--- src/rtl/core/in_order_reorder_buffer_core_macros.svh ---
// Assertion macros for the in-order reorder buffer core.
// Included by files that carry concurrent checks; needs clk and rst in scope.
`ifndef IN_ORDER_REORDER_BUFFER_CORE_MACROS_SVH
`define IN_ORDER_REORDER_BUFFER_CORE_MACROS_SVH
`ifndef NO_ASSERTIONS
`define IORB_ASSERT_ALWAYS(label, cond, msg) \
  label: assert property (@(posedge clk) disable iff (rst) (cond)) else $error(msg);
`define IORB_ASSERT_IMPLY(label, ante, cons, msg) \
  label: assert property (@(posedge clk) disable iff (rst) (ante) |-> (cons)) else $error(msg);
`define IORB_ASSERT_NEXT(label, ante, cons, msg) \
  label: assert property (@(posedge clk) disable iff (rst) (ante) |=> (cons)) else $error(msg);
`else
`define IORB_ASSERT_ALWAYS(label, cond, msg)
`define IORB_ASSERT_IMPLY(label, ante, cons, msg)
`define IORB_ASSERT_NEXT(label, ante, cons, msg)
`endif
`endif

--- src/rtl/core/iorb_pkg.sv ---
// Shared types and codes for the in-order reorder buffer core.
// No dependencies; used by every module of the block.
package iorb_pkg;

  localparam int unsigned WINDOW_DEF     = 16;
  localparam int unsigned DATA_WIDTH_DEF = 32;

  localparam int unsigned MODE_W    = 2;
  localparam int unsigned OFF_W     = 32;
  localparam int unsigned PAYLOAD_W = 32;
  localparam int unsigned STATUS_W  = 8;
  localparam int unsigned KIND_W    = 2;
  localparam int unsigned ACK_W     = 2;

  localparam int unsigned Q_DEPTH = 2;
  localparam int unsigned QP_W    = $clog2(Q_DEPTH);
  localparam int unsigned QC_W    = $clog2(Q_DEPTH + 1);

  localparam logic [MODE_W-1:0] MODE_ITEM   = 2'd0;
  localparam logic [MODE_W-1:0] MODE_STATUS = 2'd1;
  localparam logic [MODE_W-1:0] MODE_CANCEL = 2'd2;

  localparam logic [KIND_W-1:0] KIND_DATA  = 2'd0;
  localparam logic [KIND_W-1:0] KIND_CLOSE = 2'd1;
  localparam logic [KIND_W-1:0] KIND_ACK   = 2'd2;

  localparam logic [ACK_W-1:0] ACK_MORE     = 2'd0;
  localparam logic [ACK_W-1:0] ACK_DONE     = 2'd1;
  localparam logic [ACK_W-1:0] ACK_OVERFLOW = 2'd2;
  localparam logic [ACK_W-1:0] ACK_STALE    = 2'd3;

  typedef enum logic [1:0] {
    OP_ACK,
    OP_STORE,
    OP_DEFER,
    OP_CLOSE
  } op_t;

  // Classified word handed from the front to the back
  typedef struct packed {
    op_t                  op;
    logic [ACK_W-1:0]     ack;
    logic                 set_end;
    logic [OFF_W-1:0]     offset;
    logic [PAYLOAD_W-1:0] payload;
    logic [STATUS_W-1:0]  status;
  } cmd_t;

  // Architectural state seen by the front when it classifies
  typedef struct packed {
    logic [OFF_W-1:0] nte;
    logic [OFF_W-1:0] end_offset;
    logic             closed;
    logic             idle;
    logic             clearing;
  } status_t;

endpackage

--- src/rtl/core/iorb_front.sv ---
// Front end: input register and classifier of the reorder buffer core.
// Depends on iorb_pkg; reads the back end's status, pushes into iorb_queue.
module iorb_front #(
  parameter int unsigned WINDOW = iorb_pkg::WINDOW_DEF
) (
  input  logic                           clk,
  input  logic                           rst,
  input  logic                           in_valid,
  output logic                           in_ready,
  input  logic [iorb_pkg::MODE_W-1:0]    mode,
  input  logic [iorb_pkg::OFF_W-1:0]     seq_offset,
  input  logic [iorb_pkg::PAYLOAD_W-1:0] payload,
  input  logic [iorb_pkg::STATUS_W-1:0]  status_code,
  input  iorb_pkg::status_t              st,
  input  logic                           q_empty,
  output logic                           q_push,
  output iorb_pkg::cmd_t                 q_cmd
);
  import iorb_pkg::*;

  logic                 held;
  logic [MODE_W-1:0]    item_mode;
  logic [OFF_W-1:0]     item_off;
  logic [PAYLOAD_W-1:0] item_payload;
  logic [STATUS_W-1:0]  item_status;
  logic [OFF_W-1:0]     diff;
  logic                 past_end;
  logic                 stale;
  logic                 in_window;

  assign in_ready = !held && !st.clearing;
  // classify only against settled state: back idle and nothing queued
  assign q_push   = held && st.idle && q_empty;

  assign diff      = item_off - st.nte;
  assign past_end  = st.closed || (item_off >= st.end_offset);
  assign stale     = item_off < st.nte;
  assign in_window = diff < OFF_W'(WINDOW);

  always_comb begin
    q_cmd         = '0;
    q_cmd.op      = OP_ACK;
    q_cmd.ack     = ACK_DONE;
    q_cmd.offset  = item_off;
    q_cmd.payload = item_payload;
    q_cmd.status  = item_status;
    case (item_mode)
      MODE_ITEM: begin
        if (past_end) begin
          q_cmd.ack = ACK_DONE;
        end else if (stale) begin
          q_cmd.ack = ACK_STALE;
        end else if (!in_window) begin
          q_cmd.ack = ACK_OVERFLOW;
        end else begin
          q_cmd.op = OP_STORE;
        end
      end
      MODE_STATUS: begin
        if (past_end) begin
          q_cmd.ack = ACK_DONE;
        end else if (stale) begin
          q_cmd.ack = ACK_STALE;
        end else if (item_off == st.nte) begin
          q_cmd.op      = OP_CLOSE;
          q_cmd.set_end = 1'b1;
        end else begin
          q_cmd.op = OP_DEFER;
        end
      end
      MODE_CANCEL: begin
        if (!st.closed) begin
          q_cmd.op = OP_CLOSE;
        end
      end
      default: begin
        q_cmd.ack = ACK_DONE;
      end
    endcase
  end

  always_ff @(posedge clk) begin
    if (rst) begin
      held <= 1'b0;
    end else if (in_valid && in_ready) begin
      held <= 1'b1;
    end else if (q_push) begin
      held <= 1'b0;
    end
  end

  always_ff @(posedge clk) begin
    if (in_valid && in_ready) begin
      item_mode    <= mode;
      item_off     <= seq_offset;
      item_payload <= payload;
      item_status  <= status_code;
    end
  end

endmodule

--- src/rtl/core/iorb_queue.sv ---
// Short command queue between the front and back ends.
// Depends on iorb_pkg for the command word and depth.
module iorb_queue (
  input  logic           clk,
  input  logic           rst,
  input  logic           push,
  input  iorb_pkg::cmd_t push_cmd,
  input  logic           pop,
  output iorb_pkg::cmd_t pop_cmd,
  output logic           empty,
  output logic           full
);
  import iorb_pkg::*;

  cmd_t            entries [Q_DEPTH];
  logic [QP_W-1:0] wr_ptr;
  logic [QP_W-1:0] rd_ptr;
  logic [QC_W-1:0] count;
  logic            do_push;
  logic            do_pop;

  assign empty   = (count == '0);
  assign full    = (count == QC_W'(Q_DEPTH));
  assign do_push = push && !full;
  assign do_pop  = pop && !empty;
  assign pop_cmd = entries[rd_ptr];

  always_ff @(posedge clk) begin
    if (rst) begin
      wr_ptr <= '0;
      rd_ptr <= '0;
      count  <= '0;
    end else begin
      if (do_push) begin
        wr_ptr <= (wr_ptr == QP_W'(Q_DEPTH - 1)) ? '0 : wr_ptr + 1'b1;
      end
      if (do_pop) begin
        rd_ptr <= (rd_ptr == QP_W'(Q_DEPTH - 1)) ? '0 : rd_ptr + 1'b1;
      end
      case ({do_push, do_pop})
        2'b10:   count <= count + 1'b1;
        2'b01:   count <= count - 1'b1;
        default: count <= count;
      endcase
    end
  end

  always_ff @(posedge clk) begin
    if (do_push) begin
      entries[wr_ptr] <= push_cmd;
    end
  end

endmodule

--- src/rtl/core/iorb_back.sv ---
// Back end: slot memory, in-order drain sequencer and output register.
// Depends on iorb_pkg; pops commands from iorb_queue.
module iorb_back #(
  parameter int unsigned WINDOW     = iorb_pkg::WINDOW_DEF,
  parameter int unsigned DATA_WIDTH = iorb_pkg::DATA_WIDTH_DEF
) (
  input  logic                           clk,
  input  logic                           rst,
  input  logic                           q_empty,
  input  iorb_pkg::cmd_t                 q_cmd,
  output logic                           q_pop,
  output iorb_pkg::status_t              st,
  output logic                           out_valid,
  input  logic                           out_ready,
  output logic [iorb_pkg::KIND_W-1:0]    out_kind,
  output logic [iorb_pkg::PAYLOAD_W-1:0] out_data,
  output logic [iorb_pkg::STATUS_W-1:0]  out_status,
  output logic [iorb_pkg::ACK_W-1:0]     ack_code,
  output logic                           last
);
  import iorb_pkg::*;

  localparam int unsigned IW = $clog2(WINDOW);

  typedef enum logic [6:0] {
    S_CLEAR = 7'b0000001,
    S_IDLE  = 7'b0000010,
    S_WRITE = 7'b0000100,
    S_READ  = 7'b0001000,
    S_CHECK = 7'b0010000,
    S_CLOSE = 7'b0100000,
    S_ACK   = 7'b1000000
  } state_t;

  state_t              state, state_next;
  logic [OFF_W-1:0]    nte, nte_next;
  logic [OFF_W-1:0]    end_offset, end_offset_next;
  logic [STATUS_W-1:0] pending_status, pending_status_next;
  logic                closed, closed_next;
  logic [IW-1:0]       head, head_next;
  logic [IW-1:0]       clr_addr, clr_addr_next;
  logic [STATUS_W-1:0] shut_status, shut_status_next;
  logic [ACK_W-1:0]    ack_pend, ack_pend_next;

  logic [OFF_W-1:0]      cur_off;
  logic [DATA_WIDTH-1:0] cur_data;
  logic                  load_cur;

  // slot memory: tag holds the offset stored there, all ones when cleared
  logic [OFF_W-1:0]      mem_tag  [WINDOW];
  logic [DATA_WIDTH-1:0] mem_data [WINDOW];
  logic                  mem_we;
  logic [IW-1:0]         mem_waddr;
  logic [OFF_W-1:0]      mem_wtag;
  logic [DATA_WIDTH-1:0] mem_wdata;
  logic [OFF_W-1:0]      rd_tag;
  logic [DATA_WIDTH-1:0] rd_data;

  logic [OFF_W-1:0] diff;
  logic [IW:0]      slot_sum;
  logic [IW-1:0]    slot;

  logic                 out_free;
  logic                 out_load;
  logic [KIND_W-1:0]    o_kind;
  logic [PAYLOAD_W-1:0] o_data;
  logic [STATUS_W-1:0]  o_status;
  logic [ACK_W-1:0]     o_ack;
  logic                 o_last;

  assign out_free = !out_valid || out_ready;

  assign diff     = cur_off - nte;
  assign slot_sum = {1'b0, head} + {1'b0, diff[IW-1:0]};
  assign slot     = (slot_sum >= (IW+1)'(WINDOW)) ?
                    IW'(slot_sum - (IW+1)'(WINDOW)) : slot_sum[IW-1:0];

  assign st.nte        = nte;
  assign st.end_offset = end_offset;
  assign st.closed     = closed;
  assign st.idle       = (state == S_IDLE);
  assign st.clearing   = (state == S_CLEAR);

  always_comb begin
    state_next          = state;
    nte_next            = nte;
    end_offset_next     = end_offset;
    pending_status_next = pending_status;
    closed_next         = closed;
    head_next           = head;
    clr_addr_next       = clr_addr;
    shut_status_next    = shut_status;
    ack_pend_next       = ack_pend;
    q_pop               = 1'b0;
    load_cur            = 1'b0;
    mem_we              = 1'b0;
    mem_waddr           = clr_addr;
    mem_wtag            = '1;
    mem_wdata           = '0;
    out_load            = 1'b0;
    o_kind              = KIND_ACK;
    o_data              = '0;
    o_status            = '0;
    o_ack               = '0;
    o_last              = 1'b0;
    case (state)
      S_CLEAR: begin
        mem_we = 1'b1;
        if (clr_addr == IW'(WINDOW - 1)) begin
          state_next = S_IDLE;
        end else begin
          clr_addr_next = clr_addr + 1'b1;
        end
      end
      S_IDLE: begin
        if (!q_empty) begin
          q_pop    = 1'b1;
          load_cur = 1'b1;
          case (q_cmd.op)
            OP_STORE: begin
              state_next = S_WRITE;
            end
            OP_DEFER: begin
              end_offset_next     = q_cmd.offset;
              pending_status_next = q_cmd.status;
              ack_pend_next       = ACK_MORE;
              state_next          = S_ACK;
            end
            OP_CLOSE: begin
              if (q_cmd.set_end) begin
                end_offset_next = q_cmd.offset;
              end
              shut_status_next = q_cmd.status;
              ack_pend_next    = ACK_DONE;
              state_next       = S_CLOSE;
            end
            default: begin
              ack_pend_next = q_cmd.ack;
              state_next    = S_ACK;
            end
          endcase
        end
      end
      S_WRITE: begin
        mem_we     = 1'b1;
        mem_waddr  = slot;
        mem_wtag   = cur_off;
        mem_wdata  = cur_data;
        state_next = S_READ;
      end
      S_READ: begin
        // wait for the head slot to come out of the memory
        state_next = S_CHECK;
      end
      S_CHECK: begin
        if ((nte != end_offset) && (rd_tag == nte)) begin
          if (out_free) begin
            out_load   = 1'b1;
            o_kind     = KIND_DATA;
            o_data     = PAYLOAD_W'(rd_data);
            nte_next   = nte + 1'b1;
            head_next  = (head == IW'(WINDOW - 1)) ? '0 : head + 1'b1;
            state_next = S_READ;
          end
        end else if (nte == end_offset) begin
          shut_status_next = pending_status;
          ack_pend_next    = ACK_DONE;
          state_next       = S_CLOSE;
        end else begin
          ack_pend_next = ACK_MORE;
          state_next    = S_ACK;
        end
      end
      S_CLOSE: begin
        if (out_free) begin
          out_load    = 1'b1;
          o_kind      = KIND_CLOSE;
          o_status    = shut_status;
          closed_next = 1'b1;
          state_next  = S_ACK;
        end
      end
      S_ACK: begin
        if (out_free) begin
          out_load   = 1'b1;
          o_kind     = KIND_ACK;
          o_ack      = ack_pend;
          o_last     = 1'b1;
          state_next = S_IDLE;
        end
      end
      default: begin
        state_next = S_IDLE;
      end
    endcase
  end

  always_ff @(posedge clk) begin
    if (rst) begin
      state          <= S_CLEAR;
      nte            <= '0;
      end_offset     <= '1;
      pending_status <= '0;
      closed         <= 1'b0;
      head           <= '0;
      clr_addr       <= '0;
      shut_status    <= '0;
      ack_pend       <= ACK_DONE;
      out_valid      <= 1'b0;
    end else begin
      state          <= state_next;
      nte            <= nte_next;
      end_offset     <= end_offset_next;
      pending_status <= pending_status_next;
      closed         <= closed_next;
      head           <= head_next;
      clr_addr       <= clr_addr_next;
      shut_status    <= shut_status_next;
      ack_pend       <= ack_pend_next;
      if (out_load) begin
        out_valid <= 1'b1;
      end else if (out_ready) begin
        out_valid <= 1'b0;
      end
    end
  end

  always_ff @(posedge clk) begin
    if (load_cur) begin
      cur_off  <= q_cmd.offset;
      cur_data <= DATA_WIDTH'(q_cmd.payload);
    end
    if (out_load) begin
      out_kind   <= o_kind;
      out_data   <= o_data;
      out_status <= o_status;
      ack_code   <= o_ack;
      last       <= o_last;
    end
  end

  always_ff @(posedge clk) begin
    if (mem_we) begin
      mem_tag[mem_waddr]  <= mem_wtag;
      mem_data[mem_waddr] <= mem_wdata;
    end
    rd_tag  <= mem_tag[head];
    rd_data <= mem_data[head];
  end

endmodule

--- src/rtl/core/in_order_reorder_buffer_core.sv ---
// Channel | dir | handshake            | word
// --------+-----+----------------------+--------------------------------------------
// in      | in  | in_valid / in_ready  | mode, seq_offset, payload, status_code
// out     | out | out_valid / out_ready| out_kind, out_data, out_status, ack_code, last
//
// One input word at a time. An ack-only word goes to the ack state; a closing
// one goes through close first. A stored payload is written, then each released
// word is read via the slot memory's single read port and checked, then close if
// due and ack. After reset a clearing pass marks every slot empty; in_ready stays
// low meanwhile. The output register lets in take the next word while a result
// waits; a stalled out holds the back end and then the front.
`include "in_order_reorder_buffer_core_macros.svh"
module in_order_reorder_buffer_core #(
  parameter int unsigned WINDOW     = iorb_pkg::WINDOW_DEF,
  parameter int unsigned DATA_WIDTH = iorb_pkg::DATA_WIDTH_DEF
) (
  input  logic                           clk,
  input  logic                           rst,
  input  logic                           in_valid,
  output logic                           in_ready,
  input  logic [iorb_pkg::MODE_W-1:0]    mode,
  input  logic [iorb_pkg::OFF_W-1:0]     seq_offset,
  input  logic [iorb_pkg::PAYLOAD_W-1:0] payload,
  input  logic [iorb_pkg::STATUS_W-1:0]  status_code,
  output logic                           out_valid,
  input  logic                           out_ready,
  output logic [iorb_pkg::KIND_W-1:0]    out_kind,
  output logic [iorb_pkg::PAYLOAD_W-1:0] out_data,
  output logic [iorb_pkg::STATUS_W-1:0]  out_status,
  output logic [iorb_pkg::ACK_W-1:0]     ack_code,
  output logic                           last
);
  import iorb_pkg::*;

  status_t st;
  cmd_t    push_cmd;
  cmd_t    pop_cmd;
  logic    q_push;
  logic    q_pop;
  logic    q_empty;
  logic    q_full;

  iorb_front #(
    .WINDOW (WINDOW)
  ) u_front (
    .clk         (clk),
    .rst         (rst),
    .in_valid    (in_valid),
    .in_ready    (in_ready),
    .mode        (mode),
    .seq_offset  (seq_offset),
    .payload     (payload),
    .status_code (status_code),
    .st          (st),
    .q_empty     (q_empty),
    .q_push      (q_push),
    .q_cmd       (push_cmd)
  );

  iorb_queue u_queue (
    .clk      (clk),
    .rst      (rst),
    .push     (q_push),
    .push_cmd (push_cmd),
    .pop      (q_pop),
    .pop_cmd  (pop_cmd),
    .empty    (q_empty),
    .full     (q_full)
  );

  iorb_back #(
    .WINDOW     (WINDOW),
    .DATA_WIDTH (DATA_WIDTH)
  ) u_back (
    .clk        (clk),
    .rst        (rst),
    .q_empty    (q_empty),
    .q_cmd      (pop_cmd),
    .q_pop      (q_pop),
    .st         (st),
    .out_valid  (out_valid),
    .out_ready  (out_ready),
    .out_kind   (out_kind),
    .out_data   (out_data),
    .out_status (out_status),
    .ack_code   (ack_code),
    .last       (last)
  );

  `IORB_ASSERT_ALWAYS(a_nte_within_end, st.nte <= st.end_offset, "release passed end offset")
  `IORB_ASSERT_NEXT(a_closed_sticky, st.closed, st.closed, "stream reopened after close")
  `IORB_ASSERT_IMPLY(a_last_is_ack, out_valid && last, out_kind == KIND_ACK, "last on non-ack word")
  `IORB_ASSERT_IMPLY(a_queue_room, q_push, !q_full, "command pushed into full queue")

endmodule

--- config.mk ---
export PLATFORM = sky130hd
export DESIGN_NAME = in_order_reorder_buffer_core
export DESIGN_NICKNAME = d
export VERILOG_FILES = /design/src/rtl/core/iorb_pkg.sv /design/src/rtl/core/iorb_front.sv /design/src/rtl/core/iorb_queue.sv /design/src/rtl/core/iorb_back.sv /design/src/rtl/core/in_order_reorder_buffer_core.sv
export VERILOG_INCLUDE_DIRS = /design/src /design/src/rtl/core
export SDC_FILE = /design/constraint.sdc
export NUM_CORES = 2
export LEC_CHECK = 0
export ABC_AREA = 1
export BUFFER_PORTS_ARGS = -buffer_cell sky130_fd_sc_hd__buf_2
export CAP_MARGIN = 20
export CORE_MARGIN = 3
export CORE_UTILIZATION = 35
export CTS_BUF_LIST = sky130_fd_sc_hd__clkbuf_16
export DETAILED_ROUTE_END_ITERATION = 10
export HOLD_SLACK_MARGIN = 0.12
export PLACE_DENSITY = 0.52
export SLEW_MARGIN = 20
export SYNTH_ARGS = -nofsm -noshare
export SYNTH_HDL_FRONTEND = slang
export SYNTH_SLANG_ARGS = --single-unit
--- constraint.sdc ---
create_clock -name clk -period 5.5 [get_ports clk]
set_input_delay 0 -clock clk [delete_from_list [all_inputs] [get_ports clk]]
set_output_delay 0 -clock clk [all_outputs]
set_load 0.02 [all_outputs]
==> reports/qor.yml <==
clk_latency_ns: 0.81
synth.distinct_cells: 50
power_density_mw_per_mm2: 375
setup_tns_ns: 0
worstSetupPathType: "flop to flop"
period_minus_slack_ns: 4.04
critPathLaunchType: "flop"
place_inst: 7331
grt_pass1_wl_um: 246000
cts_buffers: 167
vias: 39500
ys_async_sr_fraction_pct: 0
root_buffer: "clkbuf_16"
grt_overflow: 0
tightest_slew_ns: 1.12
drc: 0
finClkSkew_ns: 0.0585
yosys_warnings: 0
routedWlPerCell_um: 21.0
grt_max_degree: 223
tritoncts: "yes"
ios: 125
finalSetupViolCount: 0
ys_seq_area_share_pct: 71.5
hold_violations: 0
drv_slew: 0
dieArea_mm2: 0.182
synth.top_cell.area_share_pct: 66.1
crit_arrival_ns: 4.49
avgSynthCellArea_um2: 12.2
power.leakage_nw: 27.0
fp.dieH_um: 426
core-area_mm2: 0.175
htreeDepth: 4
rsz0062_at_grt: "no"
hold_class: "input port to flop"
synthTopCellsByCount: "edfxtp_1, nor2_1, nand2_1, o21ai_0, inv_1"
global_route.usage.total_pct: 17.9
total_power_mw: 27.1
hold_buffers: 153
cp-end-kind: "flop"
port_buffers: 124
synth_seq_cells: 1530
die_w_um: 426
crit_required_ns: 5.95
syn_area_mm2: 0.0619
cts-resized-gates: 0
antenna_found_initial: 3
outcome: "completed"
area_growth_pct: 16.7
place_congestion: 0.854
cp_max_fo: 51
final.period_utilization_pct: 73.4
fin_util_pct: 41.3
drtPass1Iterations: 6
cap_viol_max_count: 0
fin_nets: 5483
yosys.area.top_type: "edfxtp_1"
synthFlopType: "edfxtp_1"
drt-vias-per-instance: 5.07
syn_nets: 5242
routed_wl_um: 164000
layout-drive-gt1-share_pct: 10.9
synth_edf_count: 1361
clk_pin_slew_ns: 0.06
initial_core_util_pct: 35.4
slew-limit-headroom_pct: 25.2
drt_iter0_markers: 3331
grt_pass1_vias: 38900
fmaxAchievable_mhz: 248
ir_worst_vdd_mv: 0.321
netlist_top_cells_area: "edfxtp_1, dfxtp_1, o21ai_0, nor2_1, nand2_1"
ant_nets: 0
fin_cells: 7800
postCtsSetupRepairBufs: 0
cts_buffer_depth: 3
hpwl_um: 94200
synth.most_common_cell: "edfxtp_1"
netlist_instances: 5088
cts.sinks: 1530
fp-row-count: 153
[path summary, 6_finish.rpt]
check	cells past startpoint	end	slack, ns	startpoint
min	4	u_back.state[0]$_SDFFE_PP1P_	0.29	rst
max reg2reg	9	u_back.mem_data[9][23]$_DFFE_PP_	1.46	u_back.nte[0]$_SDFFE_PP0P_
max	9	u_back.mem_data[9][23]$_DFFE_PP_	1.46	u_back.nte[0]$_SDFFE_PP0P_
min reg2reg	0	u_queue.entries[1][4]$_DFFE_PP_	0.43	u_front.item_status[4]$_DFFE_PP_
[cell usage in the layout, fill, tap and decap left out, types with 34 or more instances in the layout]
cell	count
nand3_1	158
xor2_1	52
o221ai_1	106
ha_1	74
nand4_1	37
mux2_2	65
or2_2	43
clkbuf_16	169
buf_2	124
o21ai_0	583
o22ai_1	150
a21oi_1	124
dfxtp_1	165
nand2_1	637
nor2_1	714
dlygate4sd3_1	153
clkinv_2	35
inv_1	383
buf_4	46
edfxtp_1	1361
clkinv_1	34
[kinds of logic after synthesis]
group	count (synthesis)	share of synthesized area [%]
DFF	1530	71.5
adders and majority gates	76	1.56
buffers and inverters	626	3.89
muxes	75	1.34
and+or+nand+nor	1686	11.2
AOI/OAI and AO/OA	1012	9.30
xor gates and xnor gates	83	1.17
[worst max-delay path: stages (launching register included)]
cell     delay [ns]
dfxtp_1        0.50
ha_1           0.24
fa_1           0.46
fa_1           0.44
xor2_1         0.16
inv_1          0.05
o21ai_0        0.47
nand2_1        0.37
nor2_4         0.56
buf_12         0.41
[layout make-up]
type / instances / area, µm²
sequential: 1530 / 44300
multi-input combinational: 2932 / 15400
inverter: 359 / 1370
fill: 16400 / 103000
antenna: 2 / 5.00
clock inverter: 144 / 1240
tap: 2325 / 2910
clock buffer: 169 / 4230
timing repair buffer: 339 / 2810
[state kept, by name (all words and copies together) (netlist names), 2 cells and up, named ones only]
signal,count
u_front.item_mode,2
u_back.rd_data,32
u_back.out_kind,2
u_back.clr_addr,4
u_back.mem_data,512
u_back.shut_status,8
u_back.out_status,8
u_back.cur_off,32
u_back.rd_tag,32
u_back.cur_data,32
u_back.ack_code,2
u_back.out_data,32
u_back.ack_pend,2
u_front.item_payload,32
u_front.item_off,32
u_back.head,4
u_back.nte,32
u_queue.count,2
u_back.mem_tag,512
u_queue.entries,154
u_front.item_status,8
u_back.state,7
u_back.end_offset,32
u_back.pending_status,8
[metrics by stage]
stage,hold WS [ns],instance area (µm²),worst slack (ns)
after floorplan,0.0989,61900,0.127
after global placement,0.177,65200,1.40
after detailed placement,0.178,65200,1.44
after CTS,0.206,72200,1.45
after global routing,0.284,72200,1.20
final,0.293,72200,1.46
[power breakdown]
| group | total, mW | switching (mW) | internal [mW] |
|---|---|---|---|
| combinational | 2.36 | 1.65 | 0.714 |
| clock | 11.0 | 4.68 | 6.34 |
| sequential | 13.7 | 0.282 | 13.4 |
| total | 27.1 | 6.61 | 20.5 |
[routing by layer]
layer  GRT usage (%)  vias up  share of wire, %
met5               0        -            0.0079
met4            5.04        2               2.3
met3            2.90      234               5.0
met2            28.7      995                47
met1            25.1    19700                46
li1                -    18600                 -
(Power assumes the default switching activity.)
